$ cat src/hdl/rset_pkg.sv
`default_nettype none

package rset_pkg;

   // Table geometry
   localparam int CAPACITY = 64;
   localparam int IDX_W    = $clog2(CAPACITY);
   localparam int CNT_W    = $clog2(CAPACITY + 1);

   // Field widths fixed by the item format
   localparam int CMD_W   = 2;
   localparam int VALUE_W = 32;
   localparam int RND_W   = 31;
   localparam int STAT_W  = 2;
   localparam int DIV_CNT_W = $clog2(RND_W);

   typedef logic [CMD_W-1:0]          cmd_type;
   typedef logic signed [VALUE_W-1:0] value_type;
   typedef logic [RND_W-1:0]          rnd_type;
   typedef logic [STAT_W-1:0]         status_type;
   typedef logic [IDX_W-1:0]          idx_type;
   typedef logic [CNT_W-1:0]          cnt_type;

   // Operation codes
   localparam cmd_type CMD_INSERT = 2'd0;
   localparam cmd_type CMD_REMOVE = 2'd1;
   localparam cmd_type CMD_RANDOM = 2'd2;

   // Result status codes
   localparam status_type ST_OK    = 2'd0;
   localparam status_type ST_MISS  = 2'd1;
   localparam status_type ST_FULL  = 2'd2;
   localparam status_type ST_EMPTY = 2'd3;

   // Controller to datapath commands
   typedef struct packed {
      logic       load;       // capture request payload
      logic       match;      // register per-entry match vector
      logic       find;       // encode match vector into slot and hit
      logic       wr_insert;  // append value, count up
      logic       rd_last;    // read last live entry
      logic       wr_move;    // move read data into slot, count down
      logic       div_start;  // clear remainder unit
      logic       div_step;   // one restoring step
      logic       rd_pick;    // read entry at remainder
      logic       resp_load;  // load the result register
      logic       pick_sel;   // result carries read data
      status_type status;
   } rset_ctl_type;

   // Datapath to controller status
   typedef struct packed {
      cmd_type cmd;
      logic    hit;
      logic    full;
      logic    empty;
      logic    div_last;
   } rset_stat_type;

endpackage

`default_nettype wire

$ cat src/hdl/rset_if.sv
`default_nettype none

// Request channel
interface rset_req_if import rset_pkg::*; ();
   logic      valid;
   logic      ready;
   cmd_type   cmd;
   value_type value;
   rnd_type   random_word;

   modport source (output valid, output cmd, output value, output random_word, input ready);
   modport sink (input valid, input cmd, input value, input random_word, output ready);
endinterface

// Result channel
interface rset_rsp_if import rset_pkg::*; ();
   logic       valid;
   logic       ready;
   status_type status;
   value_type  picked;

   modport source (output valid, output status, output picked, input ready);
   modport sink (input valid, input status, input picked, output ready);
endinterface

`default_nettype wire

$ cat src/hdl/randomized_set_table.sv
// Randomized set table: keeps up to 64 distinct 32-bit values packed in a
// table with a live count. Insert appends an absent value (status 1 on a
// duplicate, 2 when full), remove moves the last entry into the freed slot
// (status 1 when absent), and get random returns the entry at random_word
// modulo the count (status 3 on an empty set); picked is zero unless a get
// random succeeds. One request is worked at a time and each gives one
// result. Insert, remove, undefined codes and get random on an empty set
// pass match, find and execute states (remove also a move state) on to
// the result state; any other get random runs the 31-step bit-serial
// remainder unit and a pick state in between. Membership is a parallel
// match over all live entries. The table needs no clearing pass after
// reset. A result waits in an output register, and a new request is taken
// once the block is back in idle, even while that result is still waiting.
`default_nettype none

module randomized_set_table import rset_pkg::*; (
   input wire       clock,
   input wire       reset,
   rset_req_if.sink   req_ch,
   rset_rsp_if.source rsp_ch
);

   rset_ctl_type  ctl;
   rset_stat_type stat;

   // Sequencer
   rset_ctrl u_ctrl (
      .clock     (clock),
      .reset     (reset),
      .req_valid (req_ch.valid),
      .req_ready (req_ch.ready),
      .rsp_valid (rsp_ch.valid),
      .rsp_ready (rsp_ch.ready),
      .stat      (stat),
      .ctl       (ctl)
   );

   // Table, match cells and remainder unit
   rset_dpath u_dpath (
      .clock           (clock),
      .reset           (reset),
      .ctl             (ctl),
      .stat            (stat),
      .req_cmd         (req_ch.cmd),
      .req_value       (req_ch.value),
      .req_random_word (req_ch.random_word),
      .rsp_status      (rsp_ch.status),
      .rsp_picked      (rsp_ch.picked)
   );

endmodule

`default_nettype wire

$ cat src/hdl/rset_dpath.sv
`default_nettype none

module rset_dpath import rset_pkg::*; (
   input  wire           clock,
   input  wire           reset,
   input  rset_ctl_type  ctl,
   output rset_stat_type stat,
   input  cmd_type       req_cmd,
   input  value_type     req_value,
   input  rnd_type       req_random_word,
   output status_type    rsp_status,
   output value_type     rsp_picked
);

   cmd_type              cmd_ff;
   value_type            value_ff;
   rnd_type              rnd_ff;
   cnt_type              live_count_ff;
   cnt_type              live_count_in;
   value_type            entries_ff [CAPACITY];
   logic [CAPACITY-1:0]  match_ff;
   logic                 hit_ff;
   idx_type              slot_ff;
   idx_type              slot_enc;
   cnt_type              rem_ff;
   cnt_type              rem_in;
   logic [CNT_W:0]       trial;
   logic [CNT_W:0]       diff;
   logic [DIV_CNT_W-1:0] div_cnt_ff;
   value_type            rd_ff;
   idx_type              rd_addr;
   cnt_type              count_m1;
   idx_type              wr_addr;
   value_type            wr_data;
   status_type           status_out_ff;
   value_type            picked_out_ff;

   // Request capture and dividend shift register
   always_ff @(posedge clock) begin
      if (ctl.load) begin
         cmd_ff   <= req_cmd;
         value_ff <= req_value;
         rnd_ff   <= req_random_word;
      end else if (ctl.div_step) begin
         rnd_ff <= {rnd_ff[RND_W-2:0], 1'b0};
      end
   end

   // Live count
   always_comb begin
      live_count_in = live_count_ff;
      if (ctl.wr_insert) begin
         live_count_in = live_count_ff + cnt_type'(1);
      end else if (ctl.wr_move) begin
         live_count_in = live_count_ff - cnt_type'(1);
      end
   end

   always_ff @(posedge clock) begin
      if (reset) begin
         live_count_ff <= '0;
      end else begin
         live_count_ff <= live_count_in;
      end
   end

   // Single write port into the table, and read address select
   assign count_m1 = live_count_ff - cnt_type'(1);
   assign wr_addr  = ctl.wr_move ? slot_ff : live_count_ff[IDX_W-1:0];
   assign wr_data  = ctl.wr_move ? rd_ff : value_ff;
   assign rd_addr  = ctl.rd_last ? count_m1[IDX_W-1:0] : rem_ff[IDX_W-1:0];

   // Table: match cells, one write port, one registered read port
   always_ff @(posedge clock) begin
      if (ctl.wr_insert || ctl.wr_move) begin
         entries_ff[wr_addr] <= wr_data;
      end
      if (ctl.rd_last || ctl.rd_pick) begin
         rd_ff <= entries_ff[rd_addr];
      end
      if (ctl.match) begin
         for (int i = 0; i < CAPACITY; i++) begin
            match_ff[i] <= (entries_ff[i] == value_ff) && (cnt_type'(i) < live_count_ff);
         end
      end
   end

   // Match vector to slot index; live values are distinct, so at most one bit
   always_comb begin
      slot_enc = '0;
      for (int i = 0; i < CAPACITY; i++) begin
         if (match_ff[i]) begin
            slot_enc = slot_enc | idx_type'(i);
         end
      end
   end

   always_ff @(posedge clock) begin
      if (ctl.find) begin
         slot_ff <= slot_enc;
         hit_ff  <= |match_ff;
      end
   end

   // Restoring remainder: one dividend bit per step
   assign trial = {rem_ff, rnd_ff[RND_W-1]};
   assign diff  = trial - {1'b0, live_count_ff};

   always_comb begin
      if (trial >= {1'b0, live_count_ff}) begin
         rem_in = diff[CNT_W-1:0];
      end else begin
         rem_in = trial[CNT_W-1:0];
      end
   end

   always_ff @(posedge clock) begin
      if (ctl.div_start) begin
         rem_ff     <= '0;
         div_cnt_ff <= '0;
      end else if (ctl.div_step) begin
         rem_ff     <= rem_in;
         div_cnt_ff <= div_cnt_ff + DIV_CNT_W'(1);
      end
   end

   // Result register
   always_ff @(posedge clock) begin
      if (ctl.resp_load) begin
         status_out_ff <= ctl.status;
         picked_out_ff <= ctl.pick_sel ? rd_ff : '0;
      end
   end

   assign rsp_status = status_out_ff;
   assign rsp_picked = picked_out_ff;

   assign stat.cmd      = cmd_ff;
   assign stat.hit      = hit_ff;
   assign stat.full     = (live_count_ff == cnt_type'(CAPACITY));
   assign stat.empty    = (live_count_ff == '0);
   assign stat.div_last = (div_cnt_ff == DIV_CNT_W'(RND_W - 1));

   // Count stays within capacity
   a_count_range: assert property (@(posedge clock) disable iff (reset)
      live_count_ff <= cnt_type'(CAPACITY))
      else $error("live count above capacity");

   // Live values are distinct
   a_single_match: assert property (@(posedge clock) disable iff (reset)
      ctl.find |-> $onehot0(match_ff))
      else $error("more than one live entry matches");

   // An insert grows the count by one
   a_insert_count: assert property (@(posedge clock) disable iff (reset)
      ctl.wr_insert |=> live_count_ff == $past(live_count_ff) + cnt_type'(1))
      else $error("insert did not grow count");

   // Partial remainder stays below the divisor
   a_rem_bound: assert property (@(posedge clock) disable iff (reset)
      ctl.div_step |-> rem_ff < live_count_ff)
      else $error("remainder not below count");

endmodule

`default_nettype wire

$ cat src/hdl/rset_ctrl.sv
`default_nettype none

module rset_ctrl import rset_pkg::*; (
   input  wire           clock,
   input  wire           reset,
   input  wire           req_valid,
   output logic          req_ready,
   output logic          rsp_valid,
   input  wire           rsp_ready,
   input  rset_stat_type stat,
   output rset_ctl_type  ctl
);

   localparam logic [2:0] S_IDLE  = 3'd0;
   localparam logic [2:0] S_MATCH = 3'd1;
   localparam logic [2:0] S_FIND  = 3'd2;
   localparam logic [2:0] S_EXEC  = 3'd3;
   localparam logic [2:0] S_MOVE  = 3'd4;
   localparam logic [2:0] S_DIV   = 3'd5;
   localparam logic [2:0] S_PICK  = 3'd6;
   localparam logic [2:0] S_RESP  = 3'd7;

   logic [2:0] state_ff;
   logic [2:0] state_in;
   status_type status_ff;
   status_type status_in;
   logic       pick_ff;
   logic       pick_in;
   logic       rsp_valid_ff;
   logic       rsp_valid_in;
   logic       rsp_free;

   assign rsp_free  = !rsp_valid_ff || rsp_ready;
   assign req_ready = (state_ff == S_IDLE);
   assign rsp_valid = rsp_valid_ff;

   // Sequencer
   always_comb begin
      state_in     = state_ff;
      status_in    = status_ff;
      pick_in      = pick_ff;
      rsp_valid_in = rsp_valid_ff && !rsp_ready;
      ctl          = '0;
      ctl.status   = status_ff;
      ctl.pick_sel = pick_ff;
      unique case (state_ff)
         S_IDLE: begin
            if (req_valid) begin
               ctl.load = 1'b1;
               state_in = S_MATCH;
            end
         end
         S_MATCH: begin
            ctl.match = 1'b1;
            state_in  = S_FIND;
         end
         S_FIND: begin
            ctl.find = 1'b1;
            state_in = S_EXEC;
         end
         S_EXEC: begin
            pick_in  = 1'b0;
            state_in = S_RESP;
            unique case (stat.cmd)
               CMD_INSERT: begin
                  if (stat.hit) begin
                     status_in = ST_MISS;
                  end else if (stat.full) begin
                     status_in = ST_FULL;
                  end else begin
                     status_in     = ST_OK;
                     ctl.wr_insert = 1'b1;
                  end
               end
               CMD_REMOVE: begin
                  if (stat.hit) begin
                     status_in   = ST_OK;
                     ctl.rd_last = 1'b1;
                     state_in    = S_MOVE;
                  end else begin
                     status_in = ST_MISS;
                  end
               end
               CMD_RANDOM: begin
                  if (stat.empty) begin
                     status_in = ST_EMPTY;
                  end else begin
                     status_in     = ST_OK;
                     pick_in       = 1'b1;
                     ctl.div_start = 1'b1;
                     state_in      = S_DIV;
                  end
               end
               default: begin
                  status_in = ST_MISS;
               end
            endcase
         end
         S_MOVE: begin
            ctl.wr_move = 1'b1;
            state_in    = S_RESP;
         end
         S_DIV: begin
            ctl.div_step = 1'b1;
            if (stat.div_last) begin
               state_in = S_PICK;
            end
         end
         S_PICK: begin
            ctl.rd_pick = 1'b1;
            state_in    = S_RESP;
         end
         S_RESP: begin
            if (rsp_free) begin
               ctl.resp_load = 1'b1;
               rsp_valid_in  = 1'b1;
               state_in      = S_IDLE;
            end
         end
         default: begin
            state_in = S_IDLE;
         end
      endcase
   end

   always_ff @(posedge clock) begin
      if (reset) begin
         state_ff     <= S_IDLE;
         rsp_valid_ff <= 1'b0;
         status_ff    <= ST_OK;
         pick_ff      <= 1'b0;
      end else begin
         state_ff     <= state_in;
         rsp_valid_ff <= rsp_valid_in;
         status_ff    <= status_in;
         pick_ff      <= pick_in;
      end
   end

   // Result register is never overwritten while a transfer is pending
   a_no_overwrite: assert property (@(posedge clock) disable iff (reset)
      (ctl.resp_load && rsp_valid_ff) |-> rsp_ready)
      else $error("result overwritten before transfer");

   // Table writes only happen off the idle state
   a_write_busy: assert property (@(posedge clock) disable iff (reset)
      (ctl.wr_insert || ctl.wr_move) |-> !req_ready)
      else $error("table write while idle");

endmodule

`default_nettype wire

$ cat src/flat_wrapper.sv
// flat-port wrapper written by rule: the top's interface ports become plain ports
module randomized_set_table_flat import rset_pkg::*;
  (clock, reset, req_ch_valid, req_ch_cmd, req_ch_value, req_ch_random_word, req_ch_ready, rsp_ch_valid, rsp_ch_status, rsp_ch_picked, rsp_ch_ready);
  rset_req_if req_ch_i ();
  rset_rsp_if rsp_ch_i ();
  input wire clock;
  input wire reset;
  input wire logic [$bits(req_ch_i.valid)-1:0] req_ch_valid;
  input wire logic [$bits(req_ch_i.cmd)-1:0] req_ch_cmd;
  input wire logic [$bits(req_ch_i.value)-1:0] req_ch_value;
  input wire logic [$bits(req_ch_i.random_word)-1:0] req_ch_random_word;
  output wire logic [$bits(req_ch_i.ready)-1:0] req_ch_ready;
  output wire logic [$bits(rsp_ch_i.valid)-1:0] rsp_ch_valid;
  output wire logic [$bits(rsp_ch_i.status)-1:0] rsp_ch_status;
  output wire logic [$bits(rsp_ch_i.picked)-1:0] rsp_ch_picked;
  input wire logic [$bits(rsp_ch_i.ready)-1:0] rsp_ch_ready;
  assign req_ch_i.valid = req_ch_valid;
  assign req_ch_i.cmd = req_ch_cmd;
  assign req_ch_i.value = req_ch_value;
  assign req_ch_i.random_word = req_ch_random_word;
  assign req_ch_ready = req_ch_i.ready;
  assign rsp_ch_valid = rsp_ch_i.valid;
  assign rsp_ch_status = rsp_ch_i.status;
  assign rsp_ch_picked = rsp_ch_i.picked;
  assign rsp_ch_i.ready = rsp_ch_ready;
  randomized_set_table u_core (.clock(clock), .reset(reset), .req_ch(req_ch_i), .rsp_ch(rsp_ch_i));
endmodule
$ cat config.mk
export PLATFORM = sky130hd
export DESIGN_NAME = randomized_set_table_flat
export DESIGN_NICKNAME = d
export VERILOG_FILES = /design/src/hdl/rset_pkg.sv /design/src/hdl/rset_if.sv /design/src/hdl/randomized_set_table.sv /design/src/hdl/rset_dpath.sv /design/src/hdl/rset_ctrl.sv /design/src/flat_wrapper.sv
export SDC_FILE = /design/constraint.sdc
export NUM_CORES = 2
export LEC_CHECK = 0
export BUFFER_PORTS_ARGS = -buffer_cell sky130_fd_sc_hd__buf_2
export CORE_UTILIZATION = 34
export DETAILED_ROUTE_END_ITERATION = 8
export SLEW_MARGIN = 20
export SYNTH_ARGS = -nofsm -noshare
export SYNTH_HDL_FRONTEND = slang
export SYNTH_HIERARCHICAL = 1
export SYNTH_SLANG_ARGS = --single-unit
$ cat constraint.sdc
create_clock -name clock -period 5.9 [get_ports clock]
set_clock_uncertainty 0.05 [all_clocks]
set_input_delay 0.295 -clock clock [delete_from_list [all_inputs] [get_ports clock]]
set_output_delay 0.295 -clock clock [all_outputs]
set_load 0.005 [all_outputs]
**Word-level counts from Yosys, hierarchy flattened**

Memory sizes are Yosys's and may differ from the RTL's. A register that Yosys moved wholly into a read port is not among the register bits.
Cells that the tools add are included.

- Multiply operators: 0
- Equality and inequality tests: 78
- Multiplexer cells: 139
- Reduce and logical (&&, ||, !) cells: 84
- Bitwise logic cells: 0
- Shifts and indexed selects: 0
- Div/mod/pow operators: 0
- $lt $le $gt $ge: 65
- Add/subtract/negate cells: 4

Operator list:

| cell | number |
|---|---|
| $eq A32 B32 Y1 | 64 |
| $lt A6 B7 Y1 const A | 32 |
| $lt A5 B7 Y1 const A | 16 |
| $mux W6 | 18 |
| $mux W31 | 3 |
| $mux W5 | 18 |
| $logic_and A1 B1 Y1 | 65 |
| $reduce_or A64 Y1 | 1 |
| $mux W3 | 19 |
| $lt A4 B7 Y1 const A | 8 |
| $mux W2 | 22 |
| $mux W7 | 6 |
| $mux W1 | 41 |
| $mux W32 | 1 |
| $mux W4 | 8 |
| $reduce_or A32 Y1 | 1 |
| $lt A3 B7 Y1 const A | 4 |
| $pmux W3 S7 | 1 |
| $reduce_or A16 Y1 | 1 |
| $lt A1 B7 Y1 const A | 2 |
| $lt A2 B7 Y1 const A | 2 |
| $eq A3 B3 Y1 const B | 4 |
| $ge A8 B7 Y1 | 1 |
| $reduce_or A8 Y1 | 1 |
| other kinds (23) | 31 |

- Memories: 1
- Memory bits (writable): 2048
- Logic and storage cells: 391
- ROM bits: 0
- Latch bits: 0
- Register bits after elaboration: 196
- Bits of input ports: 69

Memory list:

| name | depth | width | rd ports | clocked after Yosys merged registers in | write ports | RTL line | source |
|---|---|---|---|---|---|---|---|
| u_core.u_dpath.entries_ff | 64 | 32 | 65 | 1 | 1 | rset_dpath.sv:20 | `value_type entries_ff [CAPACITY];` |

**Logic depth before layout (Yosys ltp)**

- Depth after elaboration: 58
- Depth in mapped cells: 18
- Gate-level depth less buffers: 12

**By module**

The synthesis kept the hierarchy.

Modules (own cells, without submodules):

| module | cells each | instances | area an instance (um^2) | seq. area each (um^2) |
|---|---|---|---|---|
| rset_dpath | 9669 | 1 | 114876.4 | 67945.2 |
| rset_ctrl | 61 | 1 | 518.0 | 140.1 |

**Least setup slack after synthesis**

OpenSTA, ideal clock, no wires.

- Kind: register to register
- Start: register u_core.u_ctrl.state_ff[0]
- End: register u_core.u_dpath.match_ff[0] (enable)
- Setup slack: 0.367 ns
- Cell stages (with the launch flop): 4
- Arrival: 4.918 ns
- Setup time: 0.565 ns
- Clock period less this slack: 5.533 ns
- Cells stage by stage: dfxtp_1 -> buf_2 -> inv_1 -> nor3_1

RTL lines:

| element | RTL line | source |
|---|---|---|
| start: declaration | rset_ctrl.sv:23 | `logic [2:0] state_ff;` |
| start signal: assignment | rset_ctrl.sv:133 | `state_ff <= state_in;` |
| end signal: indexed assignment | rset_dpath.sv:83 | `match_ff[i] <= (entries_ff[i] == value_ff) && (cnt_type'(i) < live_count_ff);` |
| end: declaration | rset_dpath.sv:21 | `logic [CAPACITY-1:0] match_ff;` |

**Worst setup path in the final report**

- Start: register u_core.u_dpath.live_count_ff[1]
- End: register u_core.u_dpath.rd_ff[29] (read register of u_core.u_dpath.entries_ff) (data pin)

- Word-level cells in the longest chain between the ends: 2

Ends and longest elaborated chain:

| element | RTL line | source |
|---|---|---|
| start: declaration | rset_dpath.sv:18 | `cnt_type live_count_ff;` |
| start signal: assignment | rset_dpath.sv:63 | `live_count_ff <= live_count_in;` |
| $sub A7 B1 Y7 | rset_dpath.sv:68 | `assign count_m1 = live_count_ff - cnt_type'(1);` |
| $mux W6 | rset_dpath.sv:71 | `assign rd_addr = ctl.rd_last ? count_m1[IDX_W-1:0] : rem_ff[IDX_W-1:0];` |
| end: declaration | rset_dpath.sv:30 | `value_type rd_ff;` |

No other way between the ends.
A chain may end at the register's enable or synchronous reset.

==> impl_metrics.yaml <==
run_status:
  status: "finished with violations"
  violations: "negative hold slack, negative setup slack"
placed_design:
  place_area_um2: 125000
  gp_congestion: 1.08
  place_inst: 14162
  placement.io_buffers: 104
  dp_slack_ns: 0.0398
  hpwl_um: 438000
synthesis:
  synth_flop_cell: "edfxtp_1"
  synth_cells: 9730
  synthArstFlopShare_pct: 0
  ys_seq_area_share_pct: 59.0
  ys_ff_latch: 2276
  synth_area_um2: 115000
  syn_area_per_cell_um2: 11.9
  netlist_top_cells_area: "edfxtp_1 (59%), xor2_1 (11%), xnor2_1 (5.1%), o21ai_0 (4.0%), nand2_1 (2.3%)"
  ys_types: 88
  synth_edf_count: 2250
  yosys_warnings: 6
  syn_nets: 9817
  synth_top_area_share_pct: 58.6
  synth_top_cell_by_area: "edfxtp_1"
sta:
  setup-violations-final: 1
  hold_viol: 1
  holdWs_ns: -0.000509
  post-route-min-period_ns: 5.98
  fin_setup_tns_ns: -0.0834
  slew_viol_final: 0
  tightest_slew_ns: 1.35
  max_freq_mhz: 167
  worst_slack_ns: -0.0834
  post-route-period-util_pct: 101
  slew_headroom_pct: 10.1
  rsz0062_at_grt: "false"
detailed_routing:
  wire_per_inst_um: 43.8
  vias: 97537
  drc_errors: 0
  postRouteAntennaNets: 0
  viasPerCell: 6.60
  routed_wl_um: 647000
  drt_pass1_iterations: 8
  drt_iter0_markers: 21223
die:
  die_area_um2: 342000
  core-area_um2: 337000
  die_w_um: 585
  rows: 213
  start_util_pct: 34.2
  pin_count: 105
  fp.dieH_um: 585
clocking:
  clk_pin_slew_ns: 0.06
  cts_buffers: 267
  clockBufferDepth: 4
  cts-root-buf: "clkbuf_16"
  worstSkewPairLatency_ns: 0.97
  h-tree-depth: 5
  cts_tree: "done"
  cts.sinks: 2276
setup_path:
  reg2regPathDepth: 12
  r2r-end: "u_core/u_dpath/rd_ff[29]"
  cp_max_fo: 34
  worstPathArrival_ns: 6.60
  startpoint_type: "flop"
  worstReg2RegStart: "u_core/u_dpath/live_count_ff[1]"
  critPathLaunch: "u_core/u_dpath/live_count_ff[1]"
  worstPathRequired_ns: 6.52
  criticalPathCategory: "reg2reg"
  endpoint_kind: "flop"
  ff2ff_setup_slack_ns: -0.08
  endpoint: "u_core/u_dpath/rd_ff[29]"
grt:
  grtUsageMet3_pct: 10.8
  grtUsageMet2_pct: 53.0
  antenna_found_initial: 87
  gr-total-overflow: 0
  grt_max_degree: 103
  grt_first_pass_wirelength_um: 845000
  grt_usage_pct: 36.7
  top_usage_layer: "met2"
  grt_pass1_vias: 90347
  met1_usage_pct: 47.0
cells_and_area:
  area_growth_pct: 16.8
  drive_gt1_share_pct: 11.8
  final_util_pct: 40.0
  final_cell_mix: "edfxtp_1 (2250), xor2_1 (1390), o21ai_0 (918)"
  design_area_um2: 135000
  nNetsFinal: 10087
  finalNonFillerCells: 14769
  final_common_cell: "edfxtp_1"
hold_path:
  hold_path_class: "in2reg"
  hold_start: "req_ch_value[12]"
power_and_ir_drop:
  p_leak_uw: 0.0438
  worst_ir_drop_vdd_mv: 0.451
  p_per_area_nw_per_um2: 461
job:
  maxCapViolCount: 0
power by group:
group          switching (uW)  internal [uW]
logic                   19800           6170
registers                 364          18500
clock network            7320           9990
metal layers:
metal	vias up	share of wire, %
li1	36829	-
met1	49059	36
met2	9496	41
met3	2119	14
met4	34	8.9
met5	-	0.045
worst max-delay path, cell delays in order, from the launching register on:
cell and delay, ns:
dfxtp_1 0.71, inv_1 0.29, ha_1 0.80, nand3_1 0.24
buf_4 0.24, and2_4 0.41, buf_12 0.33, o21ai_0 0.15
a21oi_1 0.11, nor3_1 0.93, a31oi_1 0.20, a221oi_1 0.96
o211ai_1 0.14
cell type report:
cell class	instances	area (um^2)
tap	4515	5650
inverter	48	180
antenna	43	108
clock buffer	317	7040
sequential	2276	68100
fill	32028	202000
timing repair buffer	701	6560
clock inverter	163	1730
multi-input combinational	6706	45400
registers in the layout, indices dropped and copies added, names as in the netlist:
signal	cells
u_core/u_dpath/match_ff	64
u_core/u_dpath/rsp_status	2
u_core/u_ctrl/rsp_valid	1
u_core/u_dpath/value_ff	32
u_core/u_dpath/rnd_ff	31
u_core/u_dpath/slot_ff	6
u_core/u_dpath/rd_ff	32
u_core/u_dpath/hit_ff	1
u_core/u_dpath/entries_ff	2048
u_core/u_dpath/rsp_picked	32
u_core/u_dpath/div_cnt_ff	5
u_core/u_ctrl/status_ff	2
u_core/u_dpath/rem_ff	7
u_core/u_dpath/live_count_ff	7
u_core/u_ctrl/state_ff	3
u_core/u_ctrl/pick_ff	1
u_core/u_dpath/cmd_ff	2
through the flow:
step / hold WS [ns] / total power (uW)
after detailed placement: 0.396 / 43300
after floorplan: 0.314 / 29700
after global placement: 0.394 / 43200
final: -0.000509 / 62200
after CTS: 0.000366 / 60300
after global routing: 0.0185 / 62100
how the worst min path moves through the flow:
| stage | cells past startpoint | end |
|---|---|---|
| 2_1_floorplan | 1 | u_core/u_ctrl/rsp_valid |
| 3_3_place_gp | 0 | u_core/u_dpath/rsp_status[0] |
| 3_5_place_dp | 0 | u_core/u_dpath/rsp_status[0] |
| 4_1_cts | 2 | u_core/u_dpath/value_ff[15] |
| 5_1_grt | 2 | u_core/u_dpath/value_ff[12] |
| 6_report | 2 | u_core/u_dpath/value_ff[12] |
cells by family (layout without fill, tap and decap cells):
| group | count (synthesis) | after routing | share of synthesized area (%) |
|---|---|---|---|
| compound gates | 2297 | 2297 | 12.3 |
| flops | 2276 | 2276 | 59.0 |
| simple gates | 2258 | 2258 | 9.62 |
| xor+xnor | 2063 | 2063 | 15.7 |
| buf+inv | 748 | 1229 | 2.59 |
| mux | 70 | 70 | 0.678 |
| fa+ha+maj | 18 | 18 | 0.202 |
| other cells | 0 | 43 | 0 |
repair_timing:
action / in CTS / in global routing
hold buffers: 83 / 0
resized for setup: 0 / 1
hold endpoints to repair: 79 / 0
setup buffers: 0 / 0
setup endpoints to repair: 0 / 1
cells in the mapped netlist (46+ instances only):
cell       instances
o21ai_1           49
o2111ai_1         76
xnor2_1          673
nor3_1           169
edfxtp_1        2250
clkbuf_1         465
nand2_1          702
a21o_1            61
inv_1             46
nand2b_1          50
o211ai_1          96
xor2_1          1390
nand4_1          251
buf_2             93
nor2_1           407
o21ai_0          924
o21a_1           141
a22oi_1           59
o22ai_1           96
a31oi_1           67
buf_1            130
a21oi_1          380
a211oi_1          47
o221ai_1          67
nor4_1           404
mux2_2            65
nand3_1          121
No activity file was read; power rests on OpenSTA's default activity.
